--- src/rtl/core/assert_macros.svh ---
// assertion macros used by the sequencer top-level rtl file
`ifndef ASSERT_MACROS_SVH
`define ASSERT_MACROS_SVH

// implication checked on every rising edge outside reset
`define ASSERT_CLK(label, prop, msg) \
	label: assert property (@(posedge clk) disable iff (!arst_n) (prop)) else $error(msg);

// implication whose consequence is checked in the cycle after the antecedent, outside reset
`define ASSERT_NEXT(label, ante, cons, msg) \
	label: assert property (@(posedge clk) disable iff (!arst_n) (ante) |=> (cons)) \
		else $error(msg);

`endif

--- src/rtl/core/tvp_pkg.sv ---
// types and constants for the timed valve and pump sequencer
package tvp_pkg;

	// sequencer stages
	typedef enum logic [2:0] {
		STG_IDLE        = 3'd0,
		STG_V3_CLOSED   = 3'd1,
		STG_V3_OPEN     = 3'd2,
		STG_FREEZE      = 3'd3,
		STG_POST_FREEZE = 3'd4,
		STG_FINAL_FREEZE = 3'd5,
		STG_FINAL_RUN   = 3'd6
	} stage_t;

	// configuration register indexes
	localparam logic [1:0] CFG_STAGE_TICKS   = 2'd0;
	localparam logic [1:0] CFG_BLOCK_REPEATS = 2'd1;
	localparam logic [1:0] CFG_PULSE_TICKS   = 2'd2;

	localparam logic [31:0] STAGE_TICKS_RST   = 32'd300000;
	localparam logic [7:0]  BLOCK_REPEATS_RST = 8'd3;
	localparam logic [15:0] PULSE_TICKS_RST   = 16'd1000;

	// key codes
	localparam logic [7:0] KEY_STOP     = 8'h30; // '0'
	localparam logic [7:0] KEY_START    = 8'h31; // '1'
	localparam logic [7:0] KEY_PULSE_V1 = 8'h32; // '2'
	localparam logic [7:0] KEY_PULSE_V2 = 8'h33; // '3'
	localparam logic [7:0] KEY_PULSE_V3 = 8'h34; // '4'
	localparam logic [7:0] KEY_PUMP_ALT = 8'h35; // '5'
	localparam logic [7:0] KEY_SEQUENCE = 8'h66; // 'f'
	localparam logic [7:0] KEY_LEAK     = 8'h6c; // 'l'
	localparam logic [7:0] KEY_PUMP     = 8'h74; // 't'

	// relay bit positions, also the pulse target codes
	localparam logic [1:0] RLY_V1   = 2'd0;
	localparam logic [1:0] RLY_V2   = 2'd1;
	localparam logic [1:0] RLY_V3   = 2'd2;
	localparam logic [1:0] RLY_PUMP = 2'd3;

	// relay patterns, pump in bit 3
	localparam logic [3:0] RELAYS_HALT   = 4'b0111;
	localparam logic [3:0] RELAYS_MANUAL = 4'b0100;
	localparam logic [3:0] RELAYS_SEQ    = 4'b1100;
	localparam logic [3:0] RELAYS_LEAK   = 4'b1011;
	localparam logic [3:0] RELAYS_FLUSH  = 4'b1000;

	typedef struct packed {
		logic [31:0] stage_ticks;
		logic [7:0]  block_repeats;
		logic [15:0] pulse_ticks;
	} cfg_t;

	typedef struct packed {
		stage_t      stage;
		logic [31:0] elapsed;
		logic [7:0]  block_count;
		logic [3:0]  relays;
		logic [15:0] pulse_left;
		logic [1:0]  pulse_target;
	} state_t;

	typedef struct packed {
		logic [3:0] relays;
		logic [2:0] stage;
		logic [7:0] block_index;
		logic       pulse_busy;
		logic       key_dropped;
	} result_t;

	function automatic logic is_run_stage(stage_t s);
		return (s == STG_V3_CLOSED) || (s == STG_V3_OPEN) ||
			(s == STG_POST_FREEZE) || (s == STG_FINAL_RUN);
	endfunction

endpackage

--- src/rtl/core/tvp_cfg.sv ---
// configuration registers of the sequencer
module tvp_cfg (
	input  logic          clk,
	input  logic          arst_n,
	input  logic          cfg_write,
	input  logic [1:0]    cfg_index,
	input  logic [31:0]   cfg_data,
	output tvp_pkg::cfg_t cfg
);
	import tvp_pkg::*;

	cfg_t cfg_q;

	// register writes, unknown indexes ignored
	always_ff @(posedge clk or negedge arst_n) begin
		if (!arst_n) begin
			cfg_q.stage_ticks   <= STAGE_TICKS_RST;
			cfg_q.block_repeats <= BLOCK_REPEATS_RST;
			cfg_q.pulse_ticks   <= PULSE_TICKS_RST;
		end else if (cfg_write) begin
			unique case (cfg_index)
				CFG_STAGE_TICKS:   cfg_q.stage_ticks   <= cfg_data;
				CFG_BLOCK_REPEATS: cfg_q.block_repeats <= cfg_data[7:0];
				CFG_PULSE_TICKS:   cfg_q.pulse_ticks   <= cfg_data[15:0];
				default: ;
			endcase
		end
	end

	assign cfg = cfg_q;
endmodule

--- src/rtl/core/tvp_core.sv ---
// sequencer state registers and next-state logic for one request
module tvp_core (
	input  logic             clk,
	input  logic             arst_n,
	input  logic             step_en,
	input  logic             command,
	input  logic [7:0]       key,
	input  tvp_pkg::cfg_t    cfg,
	output tvp_pkg::result_t result,
	output tvp_pkg::state_t  state
);
	import tvp_pkg::*;

	state_t     cur_q;
	state_t     nxt;
	logic       run;
	logic       check;
	logic       dropped;
	logic       pulse_go;
	logic [1:0] pulse_sel;
	logic [7:0] bc_inc;

	assign run = is_run_stage(cur_q.stage);

	// next state for a tick or a key
	always_comb begin
		nxt       = cur_q;
		check     = 1'b0;
		dropped   = 1'b0;
		pulse_go  = 1'b0;
		pulse_sel = RLY_PUMP;
		bc_inc    = (cur_q.block_count != 8'hff) ? cur_q.block_count + 8'd1
			: cur_q.block_count;
		if (!command) begin
			// tick: count, pulse countdown, then stage check
			if (run && (cur_q.elapsed != 32'hffff_ffff)) begin
				nxt.elapsed = cur_q.elapsed + 32'd1;
			end
			check = 1'b1;
			if (cur_q.pulse_left != 16'd0) begin
				nxt.pulse_left = cur_q.pulse_left - 16'd1;
				if (nxt.pulse_left == 16'd0) begin
					nxt.relays[cur_q.pulse_target] = 1'b0;
				end else begin
					check = 1'b0;
				end
			end
			if (check && run && (nxt.elapsed >= cfg.stage_ticks)) begin
				unique case (cur_q.stage)
					STG_V3_CLOSED: begin
						nxt.stage       = STG_V3_OPEN;
						nxt.relays[RLY_V3] = 1'b0;
						nxt.elapsed     = 32'd0;
					end
					STG_V3_OPEN: begin
						nxt.stage  = STG_FREEZE;
						nxt.relays = RELAYS_HALT;
					end
					STG_POST_FREEZE: begin
						nxt.block_count = bc_inc;
						if (bc_inc < cfg.block_repeats) begin
							nxt.stage   = STG_V3_CLOSED;
							nxt.relays  = RELAYS_SEQ;
							nxt.elapsed = 32'd0;
						end else begin
							nxt.stage  = STG_FINAL_FREEZE;
							nxt.relays = RELAYS_HALT;
						end
					end
					default: begin
						nxt.stage  = STG_IDLE;
						nxt.relays = RELAYS_HALT;
					end
				endcase
			end
		end else if (cur_q.pulse_left != 16'd0) begin
			// key during a held pulse is dropped
			dropped = 1'b1;
		end else if (cur_q.stage == STG_FREEZE) begin
			nxt.stage   = STG_POST_FREEZE;
			nxt.relays  = RELAYS_FLUSH;
			nxt.elapsed = 32'd0;
		end else if (cur_q.stage == STG_FINAL_FREEZE) begin
			nxt.stage   = STG_FINAL_RUN;
			nxt.relays  = RELAYS_FLUSH;
			nxt.elapsed = 32'd0;
		end else begin
			// key commands
			unique case (key)
				KEY_START: begin
					nxt.stage  = STG_IDLE;
					nxt.relays = RELAYS_MANUAL;
				end
				KEY_STOP: begin
					nxt.stage  = STG_IDLE;
					nxt.relays = RELAYS_HALT;
				end
				KEY_SEQUENCE: begin
					nxt.block_count = 8'd0;
					nxt.stage       = STG_V3_CLOSED;
					nxt.relays      = RELAYS_SEQ;
					nxt.elapsed     = 32'd0;
				end
				KEY_LEAK: nxt.relays = RELAYS_LEAK;
				KEY_PUMP, KEY_PUMP_ALT: begin
					pulse_go  = 1'b1;
					pulse_sel = RLY_PUMP;
				end
				KEY_PULSE_V1: begin
					pulse_go  = 1'b1;
					pulse_sel = RLY_V1;
				end
				KEY_PULSE_V2: begin
					pulse_go  = 1'b1;
					pulse_sel = RLY_V2;
				end
				KEY_PULSE_V3: begin
					pulse_go  = 1'b1;
					pulse_sel = RLY_V3;
				end
				default: ;
			endcase
			// pulse start, a zero length just drops the relay
			if (pulse_go) begin
				nxt.pulse_target = pulse_sel;
				nxt.pulse_left   = cfg.pulse_ticks;
				nxt.relays[pulse_sel] = (cfg.pulse_ticks != 16'd0);
			end
		end
	end

	// state update when a request leaves the input stage
	always_ff @(posedge clk or negedge arst_n) begin
		if (!arst_n) begin
			cur_q.stage        <= STG_IDLE;
			cur_q.elapsed      <= 32'd0;
			cur_q.block_count  <= 8'd0;
			cur_q.relays       <= RELAYS_HALT;
			cur_q.pulse_left   <= 16'd0;
			cur_q.pulse_target <= RLY_V1;
		end else if (step_en) begin
			cur_q <= nxt;
		end
	end

	// result is the state after the request
	assign result.relays      = nxt.relays;
	assign result.stage       = nxt.stage;
	assign result.block_index = nxt.block_count;
	assign result.pulse_busy  = (nxt.pulse_left != 16'd0);
	assign result.key_dropped = dropped;
	assign state              = cur_q;
endmodule

--- src/rtl/core/timed_valve_pump_sequencer.sv ---
// path: a request is held in the input register and moves into the result register when
// that is free; its result then shows at the outputs until it is taken
// throughput: one request per cycle, the input register and the result register
// each move on whenever the stage after them is free
// reset: arst_n clears both valid bits and the sequencer state (idle, valves high,
// pump low) and loads the configuration registers with their default values
`include "assert_macros.svh"

module timed_valve_pump_sequencer (
	input  logic        clk,
	input  logic        arst_n,
	input  logic        cfg_write,
	input  logic [1:0]  cfg_index,
	input  logic [31:0] cfg_data,
	input  logic        in_valid,
	output logic        in_ready,
	input  logic        command,
	input  logic [7:0]  key,
	output logic        out_valid,
	input  logic        out_ready,
	output logic        valve_one,
	output logic        valve_two,
	output logic        valve_three,
	output logic        pump_on,
	output logic [2:0]  stage,
	output logic [7:0]  block_index,
	output logic        pulse_busy,
	output logic        key_dropped
);
	import tvp_pkg::*;

	cfg_t       cfg;
	result_t    result;
	state_t     state;
	logic       valid_s1;
	logic       command_s1;
	logic [7:0] key_s1;
	logic       out_valid_q;
	result_t    result_q;
	logic       advance;

	tvp_cfg u_cfg (
		.clk       (clk),
		.arst_n    (arst_n),
		.cfg_write (cfg_write),
		.cfg_index (cfg_index),
		.cfg_data  (cfg_data),
		.cfg       (cfg)
	);

	// input stage moves into the result register when that is free
	assign advance  = valid_s1 && (!out_valid_q || out_ready);
	assign in_ready = !valid_s1 || advance;

	// input register
	always_ff @(posedge clk or negedge arst_n) begin
		if (!arst_n) begin
			valid_s1 <= 1'b0;
		end else if (in_ready) begin
			valid_s1 <= in_valid;
		end
	end

	always_ff @(posedge clk) begin
		if (in_ready && in_valid) begin
			command_s1 <= command;
			key_s1     <= key;
		end
	end

	tvp_core u_core (
		.clk     (clk),
		.arst_n  (arst_n),
		.step_en (advance),
		.command (command_s1),
		.key     (key_s1),
		.cfg     (cfg),
		.result  (result),
		.state   (state)
	);

	// result register
	always_ff @(posedge clk or negedge arst_n) begin
		if (!arst_n) begin
			out_valid_q <= 1'b0;
		end else if (advance) begin
			out_valid_q <= 1'b1;
		end else if (out_ready) begin
			out_valid_q <= 1'b0;
		end
	end

	always_ff @(posedge clk) begin
		if (advance) begin
			result_q <= result;
		end
	end

	assign out_valid   = out_valid_q;
	assign valve_one   = result_q.relays[RLY_V1];
	assign valve_two   = result_q.relays[RLY_V2];
	assign valve_three = result_q.relays[RLY_V3];
	assign pump_on     = result_q.relays[RLY_PUMP];
	assign stage       = result_q.stage;
	assign block_index = result_q.block_index;
	assign pulse_busy  = result_q.pulse_busy;
	assign key_dropped = result_q.key_dropped;

	// a held pulse keeps its relay high
	`ASSERT_CLK(a_pulse_relay_high, (state.pulse_left != 16'd0) |-> state.relays[state.pulse_target], "pulse held with its relay low")
	// a dropped key only happens while a pulse is still held
	`ASSERT_CLK(a_drop_busy, (out_valid_q && result_q.key_dropped) |-> result_q.pulse_busy, "key dropped without a held pulse")
	// a request leaving the input stage shows up as a result
	`ASSERT_NEXT(a_advance_out, advance, out_valid_q, "request lost between stages")
endmodule

--- config.mk ---
export PLATFORM = sky130hd
export DESIGN_NAME = timed_valve_pump_sequencer
export DESIGN_NICKNAME = d
export VERILOG_FILES = /design/src/rtl/core/tvp_pkg.sv /design/src/rtl/core/tvp_cfg.sv /design/src/rtl/core/tvp_core.sv /design/src/rtl/core/timed_valve_pump_sequencer.sv
export VERILOG_INCLUDE_DIRS = /design/src /design/src/rtl/core
export SDC_FILE = /design/constraint.sdc
export NUM_CORES = 1
export LEC_CHECK = 0
export BUFFER_PORTS_ARGS = -buffer_cell sky130_fd_sc_hd__buf_2
export CORE_MARGIN = 5
export CORE_UTILIZATION = 25
export DETAILED_ROUTE_END_ITERATION = 7
export GPL_ROUTABILITY_DRIVEN = 0
export GPL_TIMING_DRIVEN = 1
export SLEW_MARGIN = 20
export SYNTH_ARGS = -nofsm -noshare
export SYNTH_HDL_FRONTEND = slang
export SYNTH_SLANG_ARGS = --single-unit
export TNS_END_PERCENT = 50
--- constraint.sdc ---
create_clock -name clk -period 5.9 [get_ports clk]
set_input_delay 0.885 -clock clk [delete_from_list [all_inputs] [get_ports clk]]
set_output_delay 0.885 -clock clk [all_outputs]
set_load 0.02 [all_outputs]
==> results.yml <==
routing:
  post-route-drc-count: 0
  drt-wirelength-per-cell_microns: 16.19
  initialDrtViolationCount: 634
  detail-route-antenna-nets: 0
  wirelength_mm: 26.08
  num_vias: 7989
  post_drt_via_cell_ratio: 4.959
  firstDrtPassIters: 6
critical_path:
  path_common_cell: "sky130_fd_sc_hd__nand3_1"
  timing.critical_path.slowest_cell_delay_ns: 0.80
  crit_fanout: 18
  critical_path_required_time_ns: 6.20
  cp-end-kind: "flip-flop"
  worst_path_max_delay_cell: "sky130_fd_sc_hd__and3_1"
  worstPathCellList: "nand3_1 -> nor3_1 -> nand3_1 -> nor3b_1 -> nand2_1 -> nor2_1 -> xor2_1 -> ha_1 -> nand4_1 -> or3_1 -> a311oi_1 -> a21boi_2 -> and3_1 -> buf_4 -> mux2i_1 -> o21ai_1"
  worst-setup-path-type: "flip-flop to flip-flop"
  critical_path.n_buffers_inverters: 1
  crit_family: "simple AND/OR/NAND/NOR gates"
  arrival_ns: 5.61
  setup.worst_path.start_class: "flip-flop"
yosys:
  synth_top_area_cell: "sky130_fd_sc_hd__dfrtp_1"
  yosys.area_share.xor_xnor_pct: 3.440
  synthesis_warning_total: 0
  synth-edff-count: 26
  ffs_latches_synth: 149
  post_synth_num_cell_types: 78
  synth_top_family_by_area: "simple AND/OR/NAND/NOR gates"
  synth.cells.most_frequent: "sky130_fd_sc_hd__nand2_1 (150), sky130_fd_sc_hd__dfrtp_1 (104), sky130_fd_sc_hd__o21ai_0 (69), sky130_fd_sc_hd__nor2_1 (60), sky130_fd_sc_hd__inv_1 (59)"
  synth_area_per_cell_sq_um: 8.962
  simple_gate_share_of_the_synthesized_area_pct: 22.85
  synth.area.top_cells: "sky130_fd_sc_hd__dfrtp_1 (28%), sky130_fd_sc_hd__edfxtp_1 (8.3%), sky130_fd_sc_hd__nand2_1 (6.0%), sky130_fd_sc_hd__ha_1 (5.8%), sky130_fd_sc_hd__dfstp_2 (5.3%)"
  synth-compound-area-share_pct: 16.58
  most_frequent_cell_after_synthesis: "sky130_fd_sc_hd__nand2_1"
  synth_async_sr_flop_share_pct: 82.55
  yosys.area.top_type_share_pct: 27.63
  ys_dominant_reg_cell: "sky130_fd_sc_hd__dfrtp_1"
  yosysSeqAreaShare_pct: 41.22
  multiplexer_share_of_the_synthesized_area_pct: 4.875
  synth-adder-area-share_pct: 5.845
  synth_area_sq_mm: 0.009419
  synthCells: 1051
  synth_fp_nets: 1143
die:
  design.core.area_sq_mm: 0.03740
  top_level_ports: 67
  initial_utilization_pct: 25.18
  die_h_microns: 204.1
  rows: 71
  die_w_microns: 204.1
  floorplan.die_area_sq_mm: 0.04166
flow_run:
  max-cap-violations: 0
global_route:
  grt.total_usage_pct: 12.52
  vias_in_the_first_global_route: 7737
  grt_antenna_before_repair: 3
  grt_start_max_net_pins: 72
  globalRoute.totalOverflow: 0
  wire_length_of_the_first_global_routing_pass_mm: 42.05
clock_tree:
  cts_tree: "done"
  clkSinkCount: 149
  cts-hold-fix-buffers: 0
  clk_root_buffer_cell: "sky130_fd_sc_hd__clkbuf_16"
  clkSlewWorstSetupHoldPaths_ns: 0.07
  clock_latency_ns: 0.44
  cts_buffers: 17
  ctsResizeCount: 0
  post_cts_setup_buffer_count: 0
  ctsLongestPathBuffers: 2
  cts-htree-levels: 4
sta:
  finalHoldWorstSlack_ns: 0.3262
  fmax_ghz: 0.1883
  fin_crit_sh_pct: 90.00
  maxSlewViolCount: 0
  post_route_skew_ns: 0.01670
  tightest_slew_ns: 0.9483
  setup_repair_after_global_routing_missed_its_margin: "no"
  postLayoutSetupSlackWorst_ns: 0.5897
  slew_limit_headroom_pct: 36.78
  number_of_endpoints_with_negative_hold_slack_in_the_final_report: 0
  timing.final.setup_violations: 0
  setup_tns_ns: 0
  post-route-min-period_ns: 5.310
final_layout:
  drive_above_1_share_pct: 16.00
  syn_to_final_growth_pct: 14.85
  nFillCells: 3926
  antenna_cells_inserted: 0
  share_of_the_core_filled_with_cells_in_the_final_layout_pct: 28.93
  finalNetCount: 1179
placement:
  setup_ws_pre_cts_ns: 0.7013
  port_buffers: 66
  dp_hpwl_mm: 18.80
power_and_ir_drop:
  switching_share_pct: 36.09
  cell_leakage_power_nw: 4.524
  p_sw_mw: 1.283
  comb_power_share_pct: 26.9
  vdd_drop_max_uv: 223.1
  internal_power_of_the_cells_mw: 2.272
  power.share.sequential_pct: 40.8
  power.density_cell_area_mw_per_mm2: 328.6
  p_clk_share_pct: 32.3
worst_hold_path:
  hold_class: "input pin to asynchronous set/reset pin"
outcome:
  run_status: "complete, no violations"
## final timing paths
kind / cells after the start / slack [ns] / to / start
setup / recovery: 16 / 0.59 / u_core.state[24]$_DFFE_PN0P_ / u_core.state[41]$_DFFE_PN0P_
hold / removal: 1 / 0.33 / u_cfg.cfg[24]$_DFFE_PN0P_ / arst_n
setup reg to reg: 16 / 0.59 / u_core.state[24]$_DFFE_PN0P_ / u_core.state[41]$_DFFE_PN0P_
hold reg to reg: 1 / 0.49 / out_valid$_DFFE_PN0P_ / valid_s1$_DFFE_PN0N_
max in group asynchronous: 2 / 4.55 / u_core.state[21]$_DFFE_PN0P_ / arst_n
min in group clk: 1 / 0.49 / out_valid$_DFFE_PN0P_ / valid_s1$_DFFE_PN0N_
## registers in the layout, summed over array words and instances, names as in the netlist, 3 cells and up
| register | count |
|---|---|
| stage | 3 |
| u_core.state | 65 |
| block_index | 8 |
| key_s1 | 8 |
| u_cfg.cfg | 56 |
## kinds of logic (layout without fill, tap and decap cells)
group,Yosys count,in the layout
flip-flops,149,149
multiplexers,42,42
AND/OR/NAND/NOR,424,424
adder cells (fa/ha/maj),44,44
XOR/XNOR,37,37
AO/OA/AOI/OAI,239,239
buffers and inverters,116,165
## routing by layer
| layer | global-route usage [%] | vias up | share of wire [%] |
|---|---|---|---|
| met3 | 2.809 | 45 | 5.4 |
| met2 | 20.40 | 248 | 47 |
| met4 | 3.518 | 6 | 1.8 |
| met1 | 16.78 | 3824 | 45 |
| met5 | 0 | - | 0.21 |
| li1 | - | 3866 | - |
## cell type report
cell class	instances	area [sq um]	share of cell area, %
timing repair buffer	74	412.9	3.817
multi-input combinational	786	5052	46.70
tap	511	639.4	5.910
clock inverter	12	130.1	1.203
clock buffer	20	479.2	4.430
sequential	149	3882	35.89
inverter	59	221.5	2.047
## stage by stage
stage / instance area, sq um / std cells / total power, mW
after floorplan: 9419 / 1051 / 2.136
after global placement: 10180 / 1578 / 2.382
after detailed placement: 10180 / 1578 / 2.409
after CTS: 10790 / 1610 / 3.567
after global routing: 10820 / 1611 / 3.759
final: 10820 / 1611 / 3.554
## power groups by stage
stage | clock network, mW | logic (mW) | registers (mW)
4_1_cts | 1.17 | 0.952 | 1.44
5_1_grt | 1.21 | 1.07 | 1.48
2_1_floorplan | 0 | 0.761 | 1.37
3_5_place_dp | 0 | 0.948 | 1.46
3_3_place_gp | 0 | 0.925 | 1.46
6_report | 1.15 | 0.958 | 1.45
## layout by cell type (no fill, tap or decap), drive strengths merged, types with 12 or more instances in the layout
cell type / count
inv: 66
and2: 15
dfrtp: 104
nand4: 33
clkbuf: 20
nor3: 26
dfstp: 19
nor4: 13
nand3: 55
o21ai: 78
edfxtp: 26
a21oi: 51
ha: 44
mux2: 31
nor2: 60
nand2: 150
a31oi: 15
xor2: 14
and3: 12
a22o: 15
buf: 74
xnor2: 23
No activity file was read; power rests on OpenSTA's default activity.
